`src/block_quant_dequantizer_core_defines.svh`:
```
// assertion macros for the block quantized tensor dequantizer
`ifndef BLOCK_QUANT_DEQUANTIZER_CORE_DEFINES_SVH
`define BLOCK_QUANT_DEQUANTIZER_CORE_DEFINES_SVH
`ifndef SYNTHESIS
`define BQD_ASSERT(label, prop, msg) \
   label: assert property (@(posedge clock) disable iff (reset) prop) else $error(msg);
`define BQD_ASSERT_RST(label, prop, msg) \
   label: assert property (@(posedge clock) prop) else $error(msg);
`else
`define BQD_ASSERT(label, prop, msg)
`define BQD_ASSERT_RST(label, prop, msg)
`endif
`endif

```
`src/bqd_pkg.sv`:
```
// shared types, constants and functions of the block dequantizer
`timescale 1ns / 1ps
`default_nettype none
package bqd_pkg;

   typedef enum logic [2:0] {
      MODE_F32  = 3'd0,
      MODE_F16  = 3'd1,
      MODE_Q4_0 = 3'd2,
      MODE_Q4_1 = 3'd3,
      MODE_Q8_0 = 3'd4,
      MODE_Q4_K = 3'd5,
      MODE_Q5_K = 3'd6
   } mode_type;

   typedef enum logic [1:0] {
      KIND_RAW    = 2'd0,
      KIND_PROD   = 2'd1,
      KIND_AFFINE = 2'd2,
      KIND_KQ     = 2'd3
   } kind_type;

   localparam logic [31:0] NAN_BITS   = 32'h7FC0_0000;
   localparam logic [2:0]  MODE_RESET = 3'd2;
   localparam logic [7:0]  KQ_DATA_POS  = 8'd16;
   localparam logic [7:0]  K5_HBIT_POS  = 8'd16;
   localparam logic [7:0]  K5_DATA_POS  = 8'd48;
   localparam logic [7:0]  K_SCALE_POS  = 8'd4;

   // one queued request: everything the back end needs for its results
   typedef struct packed {
      logic              two;
      kind_type          kind;
      logic signed [8:0] qa;
      logic signed [8:0] qb;
      logic [5:0]        sc;
      logic [5:0]        mn;
      logic [15:0]       dh;
      logic [15:0]       mh;
      logic [31:0]       raw;
      logic              tend;
   } job_type;

   typedef struct packed {
      logic full;
      logic empty;
   } qstat_type;

   function automatic logic [7:0] block_len(input logic [2:0] mode);
      logic [7:0] len;
      unique case (mode)
         MODE_F32:  len = 8'd4;
         MODE_F16:  len = 8'd2;
         MODE_Q4_0: len = 8'd18;
         MODE_Q4_1: len = 8'd20;
         MODE_Q8_0: len = 8'd34;
         MODE_Q4_K: len = 8'd144;
         MODE_Q5_K: len = 8'd176;
         default:   len = 8'd0;
      endcase
      return len;
   endfunction

   // exact widening of a half to single, nan payload kept
   function automatic logic [31:0] half_to_single(input logic [15:0] h);
      logic [4:0]  e;
      logic [9:0]  m;
      logic [10:0] mm;
      logic [7:0]  e2;
      logic [31:0] r;
      e  = h[14:10];
      m  = h[9:0];
      mm = {1'b0, m};
      e2 = 8'd113;
      r  = {h[15], 31'd0};
      if (e == 5'd0) begin
         if (m != 10'd0) begin
            for (int i = 0; i < 10; i++) begin
               if (!mm[10]) begin
                  mm = mm << 1;
                  e2 = e2 - 8'd1;
               end
            end
            r = {h[15], e2, mm[9:0], 13'd0};
         end
      end else if (e == 5'd31) begin
         r = {h[15], 8'hFF, m, 13'd0};
      end else begin
         r = {h[15], {3'd0, e} + 8'd112, m, 13'd0};
      end
      return r;
   endfunction

endpackage
`default_nettype wire

```
`src/bqd_if.sv`:
```
// request and response channel interfaces
`timescale 1ns / 1ps
`default_nettype none
interface bqd_req_if;
   logic       valid;
   logic       ready;
   logic [7:0] data_byte;
   logic       last_byte;
   modport source (output valid, output data_byte, output last_byte, input ready);
   modport sink (input valid, input data_byte, input last_byte, output ready);
endinterface

interface bqd_rsp_if;
   logic        valid;
   logic        ready;
   logic [31:0] value_bits;
   logic        last_of_run;
   logic        tensor_end;
   modport source (output valid, output value_bits, output last_of_run,
                   output tensor_end, input ready);
   modport sink (input valid, input value_bits, input last_of_run,
                 input tensor_end, output ready);
endinterface
`default_nettype wire

```
`src/bqd_front.sv`:
```
// front end: byte position tracking, block headers and request classification
`timescale 1ns / 1ps
`default_nettype none
module bqd_front (
   input  wire logic              clock,
   input  wire logic              reset,
   input  wire logic              csr_we,
   input  wire logic [2:0]        csr_wdata,
   bqd_req_if.sink                req,
   input  wire bqd_pkg::qstat_type q_stat,
   output logic                   push,
   output bqd_pkg::job_type       job
);

   logic [2:0]  mode_ff, mode_in;
   logic [7:0]  pos_ff, pos_in;
   logic [15:0] scale_ff, scale_in;
   logic [15:0] min_ff, min_in;
   logic [23:0] part_ff, part_in;
   logic [7:0]  ps_ff [12];
   logic [7:0]  hb_ff [32];

   logic        accept;
   logic [7:0]  len, pos, pos_nx, rel, jk;
   logic [3:0]  lo, hi;
   logic [7:0]  b;
   logic [5:0]  sc_all [8];
   logic [5:0]  mn_all [8];
   logic [7:0]  hb;
   logic        ps_we, hb_we;
   logic [3:0]  ps_idx;
   logic [4:0]  hb_idx;

   assign req.ready = !q_stat.full;
   assign accept    = req.valid && req.ready;
   assign b         = req.data_byte;
   assign lo        = b[3:0];
   assign hi        = b[7:4];
   assign len       = bqd_pkg::block_len(mode_ff);
   assign pos       = (pos_ff >= len) ? 8'd0 : pos_ff;
   assign pos_nx    = (pos + 8'd1 >= len) ? 8'd0 : pos + 8'd1;

   // per sub-block 6-bit scale and min, each from fixed packed bytes
   always_comb begin
      for (int s = 0; s < 8; s++) begin
         sc_all[s] = ps_ff[s][5:0];
         if (s < 4) begin
            mn_all[s] = {ps_ff[s + 8][3:0], ps_ff[s][7:6]};
         end else begin
            mn_all[s] = {ps_ff[s + 4][7:4], ps_ff[s][7:6]};
         end
      end
   end

   assign rel    = pos - bqd_pkg::K_SCALE_POS;
   assign ps_idx = rel[3:0];
   assign jk     = (mode_ff == bqd_pkg::MODE_Q5_K) ? pos - bqd_pkg::K5_DATA_POS
                                                   : pos - bqd_pkg::KQ_DATA_POS;
   assign hb_idx = (pos[4:0] - bqd_pkg::K5_HBIT_POS[4:0]);
   assign hb     = hb_ff[jk[6:2]];

   always_comb begin
      mode_in  = mode_ff;
      pos_in   = pos_ff;
      scale_in = scale_ff;
      min_in   = min_ff;
      part_in  = part_ff;
      ps_we    = 1'b0;
      hb_we    = 1'b0;
      push     = 1'b0;
      job      = '0;
      job.dh   = scale_ff;
      job.mh   = min_ff;
      job.tend = req.last_byte;
      job.sc   = sc_all[jk[6:4]];
      job.mn   = mn_all[jk[6:4]];
      if (csr_we) begin
         mode_in = csr_wdata;
         pos_in  = 8'd0;
         part_in = 24'd0;
      end else if (accept) begin
         pos_in = pos_nx;
         unique case (mode_ff)
            bqd_pkg::MODE_F32: begin
               case (pos)
                  8'd0:    part_in = {16'd0, b};
                  8'd1:    part_in[15:8] = b;
                  8'd2:    part_in[23:16] = b;
                  default: begin
                     push     = 1'b1;
                     job.kind = bqd_pkg::KIND_RAW;
                     job.raw  = {b, part_ff};
                  end
               endcase
            end
            bqd_pkg::MODE_F16: begin
               if (pos == 8'd0) begin
                  part_in = {16'd0, b};
               end else begin
                  push     = 1'b1;
                  job.kind = bqd_pkg::KIND_RAW;
                  job.raw  = bqd_pkg::half_to_single({b, part_ff[7:0]});
               end
            end
            bqd_pkg::MODE_Q4_0, bqd_pkg::MODE_Q8_0: begin
               if (pos == 8'd0) begin
                  scale_in[7:0] = b;
               end else if (pos == 8'd1) begin
                  scale_in[15:8] = b;
               end else begin
                  push     = 1'b1;
                  job.kind = bqd_pkg::KIND_PROD;
                  if (mode_ff == bqd_pkg::MODE_Q4_0) begin
                     job.two = 1'b1;
                     job.qa  = $signed({5'd0, lo}) - 9'sd8;
                     job.qb  = $signed({5'd0, hi}) - 9'sd8;
                  end else begin
                     job.qa  = $signed({b[7], b});
                  end
               end
            end
            bqd_pkg::MODE_Q4_1: begin
               case (pos)
                  8'd0:    scale_in[7:0] = b;
                  8'd1:    scale_in[15:8] = b;
                  8'd2:    min_in[7:0] = b;
                  8'd3:    min_in[15:8] = b;
                  default: begin
                     push     = 1'b1;
                     job.two  = 1'b1;
                     job.kind = bqd_pkg::KIND_AFFINE;
                     job.qa   = $signed({5'd0, lo});
                     job.qb   = $signed({5'd0, hi});
                  end
               endcase
            end
            bqd_pkg::MODE_Q4_K, bqd_pkg::MODE_Q5_K: begin
               if (pos == 8'd0) begin
                  scale_in[7:0] = b;
               end else if (pos == 8'd1) begin
                  scale_in[15:8] = b;
               end else if (pos == 8'd2) begin
                  min_in[7:0] = b;
               end else if (pos == 8'd3) begin
                  min_in[15:8] = b;
               end else if (pos < bqd_pkg::KQ_DATA_POS) begin
                  ps_we = 1'b1;
               end else if (mode_ff == bqd_pkg::MODE_Q5_K && pos < bqd_pkg::K5_DATA_POS) begin
                  hb_we = 1'b1;
               end else begin
                  push     = 1'b1;
                  job.two  = 1'b1;
                  job.kind = bqd_pkg::KIND_KQ;
                  if (mode_ff == bqd_pkg::MODE_Q5_K) begin
                     job.qa = $signed({4'd0, hb[{jk[1:0], 1'b0}], lo});
                     job.qb = $signed({4'd0, hb[{jk[1:0], 1'b1}], hi});
                  end else begin
                     job.qa = $signed({5'd0, lo});
                     job.qb = $signed({5'd0, hi});
                  end
               end
            end
            default: begin
               pos_in = 8'd0;
            end
         endcase
         if (req.last_byte) begin
            pos_in  = 8'd0;
            part_in = 24'd0;
         end
      end
   end

   always_ff @(posedge clock) begin
      if (reset) begin
         mode_ff  <= bqd_pkg::MODE_RESET;
         pos_ff   <= 8'd0;
         scale_ff <= 16'd0;
         min_ff   <= 16'd0;
         part_ff  <= 24'd0;
      end else begin
         mode_ff  <= mode_in;
         pos_ff   <= pos_in;
         scale_ff <= scale_in;
         min_ff   <= min_in;
         part_ff  <= part_in;
      end
   end

   // packed sub-scale and high-bit stores, no reset
   always_ff @(posedge clock) begin
      if (ps_we) begin
         ps_ff[ps_idx] <= b;
      end
      if (hb_we) begin
         hb_ff[hb_idx] <= b;
      end
   end

endmodule
`default_nettype wire

```
`src/bqd_queue.sv`:
```
// two-entry request queue between front and back end
`timescale 1ns / 1ps
`default_nettype none
module bqd_queue (
   input  wire logic              clock,
   input  wire logic              reset,
   input  wire logic              push,
   input  wire bqd_pkg::job_type  wdata,
   input  wire logic              pop,
   output bqd_pkg::job_type       rdata,
   output bqd_pkg::qstat_type     q_stat
);

   bqd_pkg::job_type ent_ff [2];
   logic       wp_ff, wp_in;
   logic       rp_ff, rp_in;
   logic [1:0] cnt_ff, cnt_in;

   assign rdata        = ent_ff[rp_ff];
   assign q_stat.full  = (cnt_ff == 2'd2);
   assign q_stat.empty = (cnt_ff == 2'd0);

   always_comb begin
      wp_in  = wp_ff ^ push;
      rp_in  = rp_ff ^ pop;
      cnt_in = cnt_ff + {1'b0, push} - {1'b0, pop};
   end

   always_ff @(posedge clock) begin
      if (reset) begin
         wp_ff  <= 1'b0;
         rp_ff  <= 1'b0;
         cnt_ff <= 2'd0;
      end else begin
         wp_ff  <= wp_in;
         rp_ff  <= rp_in;
         cnt_ff <= cnt_in;
      end
   end

   always_ff @(posedge clock) begin
      if (push) begin
         ent_ff[wp_ff] <= wdata;
      end
   end

endmodule
`default_nettype wire

```
`src/bqd_back.sv`:
```
// back end: f32 arithmetic pipeline, one result per cycle unless the output is stalled
`timescale 1ns / 1ps
`default_nettype none
module bqd_back (
   input  wire logic             clock,
   input  wire logic             reset,
   input  wire bqd_pkg::job_type head,
   input  wire logic             head_valid,
   output logic                  pop,
   bqd_rsp_if.source             rsp
);

   typedef struct packed {
      logic        raw;
      logic [31:0] rbits;
      logic        last;
      logic        tend;
   } tag_type;

   typedef struct packed {
      tag_type     tag;
      logic [15:0] hx;
      logic [10:0] kx;
      logic        ksx;
      logic [15:0] hy;
      logic [5:0]  ky;
      logic        ksy;
   } s1_type;

   typedef struct packed {
      tag_type           tag;
      logic [21:0]       mx;
      logic signed [5:0] ex;
      logic              sx, ix, nx;
      logic [16:0]       my;
      logic signed [5:0] ey;
      logic              sy, iy, ny;
   } s2_type;

   typedef struct packed {
      tag_type           tag;
      logic [52:0]       sum;
      logic signed [5:0] e0;
      logic              rnan, rinf, isign, zsign;
   } s3_type;

   typedef struct packed {
      tag_type           tag;
      logic [51:0]       mag;
      logic              sign;
      logic signed [5:0] e0;
      logic              rnan, rinf, isign, zsign;
   } s4_type;

   typedef struct packed {
      tag_type           tag;
      logic [51:0]       mag;
      logic [5:0]        msb;
      logic              sign;
      logic signed [5:0] e0;
      logic              rnan, rinf, isign, zsign;
   } s5_type;

   logic   adv, issue, last;
   logic   idx_ff, idx_in;
   logic   v1_ff, v2_ff, v3_ff, v4_ff, v5_ff, v6_ff;
   s1_type s1_ff, s1_in;
   s2_type s2_ff, s2_in;
   s3_type s3_ff, s3_in;
   s4_type s4_ff, s4_in;
   s5_type s5_ff, s5_in;
   logic [31:0] val_ff, val_in;
   logic        last_ff, tend_ff;

   logic signed [8:0] q;
   logic [10:0]       mant_x, mant_y;
   logic              hix, hiy, hnx, hny;
   logic [4:0]        dx, dy;
   logic [5:0]        dxw, dyw;
   logic [51:0]       xs, ys;
   logic [52:0]       xt, yt;
   logic [5:0]        sh;
   logic [51:0]       norm;
   logic [24:0]       m25;
   logic              rup;
   logic [8:0]        ex9;

   assign adv    = !v6_ff || rsp.ready;
   assign issue  = adv && head_valid;
   assign last   = !head.two || idx_ff;
   assign pop    = issue && last;
   assign idx_in = issue ? !last : idx_ff;

   // stage 1: pick the nibble and form the integer factors
   always_comb begin
      q               = idx_ff ? head.qb : head.qa;
      s1_in           = '0;
      s1_in.tag.rbits = head.raw;
      s1_in.tag.last  = last;
      s1_in.tag.tend  = head.tend;
      s1_in.hx        = head.dh;
      s1_in.hy        = head.mh;
      unique case (head.kind)
         bqd_pkg::KIND_RAW: begin
            s1_in.tag.raw = 1'b1;
         end
         bqd_pkg::KIND_PROD: begin
            s1_in.kx  = q[8] ? 11'(-q) : 11'(q);
            s1_in.ksx = q[8];
            s1_in.hy  = 16'd0;
            s1_in.ksy = 1'b1;
         end
         bqd_pkg::KIND_AFFINE: begin
            s1_in.kx = 11'(q);
            s1_in.ky = 6'd1;
         end
         default: begin
            s1_in.kx  = 11'(q[4:0] * head.sc);
            s1_in.ky  = head.mn;
            s1_in.ksy = 1'b1;
         end
      endcase
   end

   // stage 2: half decode and the two exact products
   always_comb begin
      mant_x = (s1_ff.hx[14:10] == 5'd0) ? {1'b0, s1_ff.hx[9:0]} : {1'b1, s1_ff.hx[9:0]};
      mant_y = (s1_ff.hy[14:10] == 5'd0) ? {1'b0, s1_ff.hy[9:0]} : {1'b1, s1_ff.hy[9:0]};
      hix    = (s1_ff.hx[14:10] == 5'd31) && (s1_ff.hx[9:0] == 10'd0);
      hnx    = (s1_ff.hx[14:10] == 5'd31) && (s1_ff.hx[9:0] != 10'd0);
      hiy    = (s1_ff.hy[14:10] == 5'd31) && (s1_ff.hy[9:0] == 10'd0);
      hny    = (s1_ff.hy[14:10] == 5'd31) && (s1_ff.hy[9:0] != 10'd0);
      s2_in.tag = s1_ff.tag;
      s2_in.mx  = 22'(mant_x * s1_ff.kx);
      s2_in.my  = 17'(mant_y * s1_ff.ky);
      s2_in.ex  = (s1_ff.hx[14:10] == 5'd0) ? -6'sd24
                                            : $signed({1'b0, s1_ff.hx[14:10]}) - 6'sd25;
      s2_in.ey  = (s1_ff.hy[14:10] == 5'd0) ? -6'sd24
                                            : $signed({1'b0, s1_ff.hy[14:10]}) - 6'sd25;
      s2_in.sx  = s1_ff.hx[15] ^ s1_ff.ksx;
      s2_in.sy  = s1_ff.hy[15] ^ s1_ff.ksy;
      s2_in.ix  = hix && (s1_ff.kx != 11'd0);
      s2_in.nx  = hnx || (hix && (s1_ff.kx == 11'd0));
      s2_in.iy  = hiy && (s1_ff.ky != 6'd0);
      s2_in.ny  = hny || (hiy && (s1_ff.ky == 6'd0));
   end

   // stage 3: align to the smaller exponent and add exactly
   always_comb begin
      s3_in.tag = s2_ff.tag;
      s3_in.e0  = (s2_ff.ex < s2_ff.ey) ? s2_ff.ex : s2_ff.ey;
      dxw       = 6'(s2_ff.ex - s3_in.e0);
      dyw       = 6'(s2_ff.ey - s3_in.e0);
      dx        = dxw[4:0];
      dy        = dyw[4:0];
      xs        = {30'd0, s2_ff.mx} << dx;
      ys        = {35'd0, s2_ff.my} << dy;
      xt        = s2_ff.sx ? -{1'b0, xs} : {1'b0, xs};
      yt        = s2_ff.sy ? -{1'b0, ys} : {1'b0, ys};
      s3_in.sum = xt + yt;
      s3_in.rnan  = s2_ff.nx || s2_ff.ny || (s2_ff.ix && s2_ff.iy && (s2_ff.sx != s2_ff.sy));
      s3_in.rinf  = s2_ff.ix || s2_ff.iy;
      s3_in.isign = s2_ff.ix ? s2_ff.sx : s2_ff.sy;
      // exact zero: minus only when both terms are minus zero
      s3_in.zsign = (s2_ff.mx == 22'd0) && (s2_ff.my == 17'd0) && s2_ff.sx && s2_ff.sy;
   end

   // stage 4: sign and magnitude
   always_comb begin
      s4_in.tag   = s3_ff.tag;
      s4_in.sign  = s3_ff.sum[52];
      s4_in.mag   = s3_ff.sum[52] ? (~s3_ff.sum[51:0] + 52'd1) : s3_ff.sum[51:0];
      s4_in.e0    = s3_ff.e0;
      s4_in.rnan  = s3_ff.rnan;
      s4_in.rinf  = s3_ff.rinf;
      s4_in.isign = s3_ff.isign;
      s4_in.zsign = s3_ff.zsign;
   end

   // stage 5: leading one search
   always_comb begin
      s5_in.tag   = s4_ff.tag;
      s5_in.mag   = s4_ff.mag;
      s5_in.sign  = s4_ff.sign;
      s5_in.e0    = s4_ff.e0;
      s5_in.rnan  = s4_ff.rnan;
      s5_in.rinf  = s4_ff.rinf;
      s5_in.isign = s4_ff.isign;
      s5_in.zsign = s4_ff.zsign;
      s5_in.msb   = 6'd0;
      for (int i = 0; i < 52; i++) begin
         if (s4_ff.mag[i]) begin
            s5_in.msb = 6'(i);
         end
      end
   end

   // stage 6: normalize, round to nearest even, pack
   always_comb begin
      sh   = 6'd51 - s5_ff.msb;
      norm = s5_ff.mag << sh;
      rup  = norm[27] && ((|norm[26:0]) || norm[28]);
      m25  = {1'b0, norm[51:28]} + {24'd0, rup};
      ex9  = {3'd0, s5_ff.msb} + {{3{s5_ff.e0[5]}}, s5_ff.e0} + 9'd127 + {8'd0, m25[24]};
      if (s5_ff.tag.raw) begin
         val_in = s5_ff.tag.rbits;
      end else if (s5_ff.rnan) begin
         val_in = bqd_pkg::NAN_BITS;
      end else if (s5_ff.rinf) begin
         val_in = {s5_ff.isign, 8'hFF, 23'd0};
      end else if (s5_ff.mag == 52'd0) begin
         val_in = {s5_ff.zsign, 31'd0};
      end else begin
         val_in = {s5_ff.sign, ex9[7:0], m25[24] ? 23'd0 : m25[22:0]};
      end
   end

   always_ff @(posedge clock) begin
      if (reset) begin
         idx_ff <= 1'b0;
         v1_ff  <= 1'b0;
         v2_ff  <= 1'b0;
         v3_ff  <= 1'b0;
         v4_ff  <= 1'b0;
         v5_ff  <= 1'b0;
         v6_ff  <= 1'b0;
      end else begin
         idx_ff <= idx_in;
         if (adv) begin
            v1_ff <= issue;
            v2_ff <= v1_ff;
            v3_ff <= v2_ff;
            v4_ff <= v3_ff;
            v5_ff <= v4_ff;
            v6_ff <= v5_ff;
         end
      end
   end

   always_ff @(posedge clock) begin
      if (adv) begin
         s1_ff   <= s1_in;
         s2_ff   <= s2_in;
         s3_ff   <= s3_in;
         s4_ff   <= s4_in;
         s5_ff   <= s5_in;
         val_ff  <= val_in;
         last_ff <= s5_ff.tag.last;
         tend_ff <= s5_ff.tag.tend;
      end
   end

   assign rsp.valid       = v6_ff;
   assign rsp.value_bits  = val_ff;
   assign rsp.last_of_run = last_ff;
   assign rsp.tensor_end  = tend_ff;

endmodule
`default_nettype wire

```
`src/block_quant_dequantizer_core.sv`:
```
// top level of the streaming block quantized tensor dequantizer
// usage:
//   req carries one tensor byte per request (data_byte, last_byte flags the
//   final byte of a tensor). rsp carries one f32 weight per transfer, with
//   last_of_run on the final result of a byte and tensor_end on results
//   caused by the flagged byte.
//   csr_we / csr_wdata write format_mode (0 f32, 1 f16, 2 q4_0, 3 q4_1,
//   4 q8_0, 5 q4_k, 6 q5_k); a write restarts the block position. write it
//   only while no request is in flight.
// datapath: a byte with results is written into the queue when accepted, then
//   passes the six-stage f32 pipeline incl. output reg.
// throughput: the arithmetic pipeline retires one result per cycle unless rsp stalls;
//   nibble formats (q4_0, q4_1, q4_k, q5_k) give two results per data byte;
//   header bytes are consumed in the front without queue use.
// reset: synchronous, active high; clears position, scale, min, mode (q4_0)
//   and empties queue and pipeline. no clearing pass.
// stall: while rsp.valid is high and rsp.ready is low the pipeline holds;
//   the two-entry queue then fills and req.ready drops.
`timescale 1ns / 1ps
`default_nettype none
`include "block_quant_dequantizer_core_defines.svh"
module block_quant_dequantizer_core (
   input  wire logic       clock,
   input  wire logic       reset,
   input  wire logic       csr_we,
   input  wire logic [2:0] csr_wdata,
   bqd_req_if.sink         req,
   bqd_rsp_if.source       rsp
);

   // front to queue
   logic               push;
   bqd_pkg::job_type   job;
   // queue to back
   bqd_pkg::job_type   head;
   bqd_pkg::qstat_type q_stat;
   logic               pop;

   // front: position tracking, header capture, request classification
   bqd_front u_front (
      .clock     (clock),
      .reset     (reset),
      .csr_we    (csr_we),
      .csr_wdata (csr_wdata),
      .req       (req),
      .q_stat    (q_stat),
      .push      (push),
      .job       (job)
   );

   // decoupling queue so each side can stall on its own
   bqd_queue u_queue (
      .clock  (clock),
      .reset  (reset),
      .push   (push),
      .wdata  (job),
      .pop    (pop),
      .rdata  (head),
      .q_stat (q_stat)
   );

   // back: f32 products, exact add and single rounding
   bqd_back u_back (
      .clock      (clock),
      .reset      (reset),
      .head       (head),
      .head_valid (!q_stat.empty),
      .pop        (pop),
      .rsp        (rsp)
   );

   `BQD_ASSERT(a_push_room, push |-> !q_stat.full, "request pushed into full queue")
   `BQD_ASSERT(a_pop_data, pop |-> !q_stat.empty, "request popped from empty queue")
   `BQD_ASSERT(a_stat_sane, !(q_stat.full && q_stat.empty), "queue full and empty")
   `BQD_ASSERT_RST(a_reset_empty, $past(reset) |-> q_stat.empty, "queue not empty after reset")

endmodule
`default_nettype wire
```
`src/flat_wrapper.sv`:
```
// flat-port wrapper written by rule: the top's interface ports become plain ports
module block_quant_dequantizer_core_flat 
  (clock, reset, csr_we, csr_wdata, req_valid, req_data_byte, req_last_byte, req_ready, rsp_valid, rsp_value_bits, rsp_last_of_run, rsp_tensor_end, rsp_ready);
  bqd_req_if req_i ();
  bqd_rsp_if rsp_i ();
  input  wire logic clock;
  input  wire logic reset;
  input  wire logic csr_we;
  input  wire logic [2:0] csr_wdata;
  input wire logic [$bits(req_i.valid)-1:0] req_valid;
  input wire logic [$bits(req_i.data_byte)-1:0] req_data_byte;
  input wire logic [$bits(req_i.last_byte)-1:0] req_last_byte;
  output wire logic [$bits(req_i.ready)-1:0] req_ready;
  output wire logic [$bits(rsp_i.valid)-1:0] rsp_valid;
  output wire logic [$bits(rsp_i.value_bits)-1:0] rsp_value_bits;
  output wire logic [$bits(rsp_i.last_of_run)-1:0] rsp_last_of_run;
  output wire logic [$bits(rsp_i.tensor_end)-1:0] rsp_tensor_end;
  input wire logic [$bits(rsp_i.ready)-1:0] rsp_ready;
  assign req_i.valid = req_valid;
  assign req_i.data_byte = req_data_byte;
  assign req_i.last_byte = req_last_byte;
  assign req_ready = req_i.ready;
  assign rsp_valid = rsp_i.valid;
  assign rsp_value_bits = rsp_i.value_bits;
  assign rsp_last_of_run = rsp_i.last_of_run;
  assign rsp_tensor_end = rsp_i.tensor_end;
  assign rsp_i.ready = rsp_ready;
  block_quant_dequantizer_core u_core (.clock(clock), .reset(reset), .csr_we(csr_we), .csr_wdata(csr_wdata), .req(req_i), .rsp(rsp_i));
endmodule
```
`config.mk`:
```
export PLATFORM = sky130hd
export DESIGN_NAME = block_quant_dequantizer_core_flat
export DESIGN_NICKNAME = d
export VERILOG_FILES = /design/src/bqd_pkg.sv /design/src/bqd_if.sv /design/src/bqd_front.sv /design/src/bqd_queue.sv /design/src/bqd_back.sv /design/src/block_quant_dequantizer_core.sv /design/src/flat_wrapper.sv
export VERILOG_INCLUDE_DIRS = /design/src /design/src/src
export SDC_FILE = /design/constraint.sdc
export NUM_CORES = 2
export LEC_CHECK = 0
export ABC_AREA = 1
export BUFFER_PORTS_ARGS = -buffer_cell sky130_fd_sc_hd__clkbuf_2
export CAP_MARGIN = 20
export CORE_AREA = 2 2 511 513
export DETAILED_ROUTE_END_ITERATION = 10
export DIE_AREA = 0 0 513 515
export GPL_TIMING_DRIVEN = 0
export RECOVER_POWER = 100
export SLEW_MARGIN = 25
export SYNTH_ARGS = -nofsm -noshare
export SYNTH_HDL_FRONTEND = slang
export SYNTH_HIERARCHICAL = 1
export SYNTH_SLANG_ARGS = --single-unit
```
`constraint.sdc`:
```
create_clock -name clock -period 17.2 [get_ports clock]
set_input_delay 3.44 -clock clock [delete_from_list [all_inputs] [get_ports clock]]
set_output_delay 3.44 -clock clock [all_outputs]
set_load 0.005 [all_outputs]
```
==> summary.md <==
| Metric | Value |
|---|---|
| Status | finished, violations left |
| Failing checks | capacitance limit, slew limit |
| Synth Cell Area | 64400 µm² |
| CTS buffer count | 113 |
| Number of synthesized flops with an enable pin | 1060 |
| Final Wtd Congestion | 0.931 |
| Mapped Nets | 7120 |
| Final min period | 11.52 ns |
| Worst path arrival time | 11.90 ns |
| # setup viols final | 0 |
| Vias | 47123 |
| Crit end category | flop |
| Post-DP HPWL | 131000 µm |
| Ys Warns | 6 |
| Slew @ Worst Pin | 3.88 ns |
| Clock tree root driver cell | clkbuf_16 |
| Core area | 259000 µm² |
| Rel. slew slack | -158% |
| Die W | 513 µm |
| Critical Path RT | 17.58 ns |
| WL/cell | 16.5 µm |
| Type of the worst setup path | in2reg |
| Synth cell types | 82 |
| Layout cell share with drive strength beyond 1 | 7.13% |
| Max Slew Vio Count | 845 |
| Global-route wire length before repair | 265000 µm |
| Initial antenna violation count | 5 |
| Max Clock Skew | 0.0898 ns |
| Top Ports | 53 |
| RSZ-0062 raised after global routing | no |
| Setup Buffers After CTS | 0 |
| Final hold vios | 0 |
| Crit path max fanout | 104 |
| Die Y | 515 µm |
| CTS Sinks | 1138 |
| Hold buffers post-CTS | 0 |
| Nets | 7298 |
| Gr ovfl total | 0 |
| Period utilization | 67.0% |
| Initial Util | 24.9% |
| Port-buffer cells | 51 |
| H-tree depth | 3 |
| TritonRoute pass-1 iters | 6 |
| Fmax | 0.0868 GHz |
| Pin count of the biggest net entering global routing | 105 |
| Area delta synth->final | 12.5% |
| Die ar. | 264000 µm² |
| CTS tree | built |
| Worst hold path type | reg2reg |
| Critical path launch point type | input pin |
| Syn Area/Cell | 9.54 µm² |
| Vias/cell | 4.52 |
| Post-synth ARST share | 0% |
| Sequential element share of the synthesized area | 51.8% |
| Worst-case clock buffer depth | 3 |
| Final antenna-violating net count | 0 |
| Clock Latency Late Sink | 0.80 ns |
| Clk slew on worst S/H paths | 0.06 ns |
| Row cnt | 187 |
| Initial DRC Count | 3998 |
| Synth Flop Type | edfxtp_1 |
| Final hold slack | 0.395 ns |
| Detailed Route WL | 172000 µm |
| Max-cap violations | 16 |
| Residual DRC count | 0 |
| #FFs+latches synth | 1138 |
| Global Route Usage Sum | 12.7% |
| Vias in the first global route | 46209 |
| Cells after Synth | 6751 |
| Resized Gates After CTS | 0 |
metrics by stage:
step	setup slack, ns	cells	instance area (µm²)	TNS (ns)	util [%]
floorplan	1.41	6751	64400	0	-
global placement	-3.47	10204	68900	-420.91	26.7
detailed placement	8.19	10216	69300	0	26.8
CTS	8.15	10427	73000	0	28.2
global route	4.74	10428	72500	0	28.0
finish	5.68	10430	72500	0	28.0
flip-flops by register name (all words and copies together), names as in the netlist, 2 cells and up:
register and flops:
u_core/u_front/part_ff 24, u_core/u_back/s5_ff 104, u_core/u_front/min_ff 16, u_core/u_back/rsp.value_bits 32, u_core/u_queue/cnt_ff 2, u_core/u_front/scale_ff 16
u_core/u_back/s3_ff 98, u_core/u_front/pos_ff 8, u_core/u_queue/ent_ff 196, u_core/u_front/mode_ff 3, u_core/u_front/ps_ff 96, u_core/u_back/s1_ff 86
u_core/u_back/s2_ff 92, u_core/u_back/s4_ff 98, u_core/u_front/hb_ff 256
layout make-up:
type / count / area [µm²]
fillers: 26965 / 186000
plain buffers: 261 / 1170
well taps: 3402 / 4260
repair buffers: 63 / 338
inverters: 945 / 3550
multi-input cells: 4407 / 26000
clock buffers: 140 / 3020
clock inverters: 71 / 697
flip-flops and latches: 1138 / 33400
diodes: 3 / 7.51
synthesized netlist by cell type, types with 14 or more instances:
| cell | number | area, µm² |
|---|---|---|
| nor4_1 | 41 | 257 |
| nor3_2 | 17 | 170 |
| inv_2 | 18 | 67.6 |
| nor2_2 | 14 | 87.6 |
| xor2_1 | 175 | 1530 |
| buf_1 | 20 | 75.1 |
| nand2_1 | 1365 | 5120 |
| o211ai_1 | 17 | 128 |
| clkbuf_1 | 141 | 529 |
| inv_1 | 918 | 3450 |
| buf_2 | 71 | 355 |
| xnor2_1 | 90 | 788 |
| nor3_1 | 59 | 295 |
| nand2_2 | 25 | 156 |
| nand3_1 | 286 | 1430 |
| o21ai_0 | 531 | 2660 |
| mux2i_1 | 51 | 510 |
| ha_1 | 217 | 2720 |
| edfxtp_1 | 1060 | 31800 |
| buf_4 | 17 | 128 |
| o21ai_1 | 55 | 275 |
| o22ai_1 | 23 | 144 |
| or2_2 | 28 | 175 |
| a21oi_1 | 264 | 1320 |
| mux2_2 | 88 | 991 |
| nor2_1 | 677 | 2540 |
| dfxtp_1 | 78 | 1560 |
| a31oi_1 | 38 | 238 |
| nand4_1 | 42 | 263 |
| fa_1 | 135 | 2700 |
per-layer routing:
metal / wire [µm] / GRT usage (%) / vias up / share of wire [%]
met2: 80800 / 21.3 / 1392 / 47
met5: 0 / 0 / - / 0
li1: - / - / 22845 / -
met1: 75800 / 16.7 / 22571 / 44
met4: 5430 / 4.04 / 0 / 3.1
met3: 10400 / 1.69 / 315 / 6.0
cell families (layout without fill, tap and decap cells):
family,after synthesis,count (layout),synth area share [%]
xor+xnor,266,266,3.63
flops,1138,1138,51.8
buf+inv,1206,1480,7.41
simple gates,2613,2613,17.3
fa+ha+maj,352,352,8.41
mux,149,149,2.56
other cells,0,3,0
compound gates,1027,1027,8.83
final timing paths:
check / slack (ns) / to / cells past startpoint / startpoint
setup / recovery: 5.68 / u_core/u_back/s5_ff[63]$_DFFE_PN_ / 8 / rsp_ready
hold / removal: 0.39 / u_core/u_back/s4_ff[4]$_DFFE_PN_ / 0 / u_core/u_back/s3_ff[4]$_DFFE_PN_
setup reg to reg: 6.37 / u_core/u_queue/ent_ff[0][6]$_DFFE_PP_ / 23 / u_core/u_front/mode_ff[2]$_SDFFE_PP0P_
hold reg to reg: 0.39 / u_core/u_back/s4_ff[4]$_DFFE_PN_ / 0 / u_core/u_back/s3_ff[4]$_DFFE_PN_
worst max-delay path: stages:
cell and delay (ns):
clkbuf_2 0.08, nor2_1 0.10, clkinvlp_2 1.92, clkbuf_1 2.74, buf_16 0.35, clkbuf_1 2.33, buf_16 0.30, buf_16 0.31
cells in the final DEF (no fill, tap or decap), types with 78 or more instances in the layout:
| cell | n |
|---|---|
| a21oi_1 | 265 |
| mux2_2 | 78 |
| clkbuf_16 | 115 |
| nand3_1 | 289 |
| nand2_1 | 1370 |
| o21ai_0 | 557 |
| ha_1 | 217 |
| fa_1 | 135 |
| edfxtp_1 | 1060 |
| clkbuf_1 | 217 |
| xnor2_1 | 90 |
| xor2_1 | 175 |
| nor2_1 | 682 |
| inv_1 | 920 |
| dfxtp_1 | 78 |
Power is not shown: default switching activity piles up to over one toggle a cycle in this logic, so the estimate is an artifact.
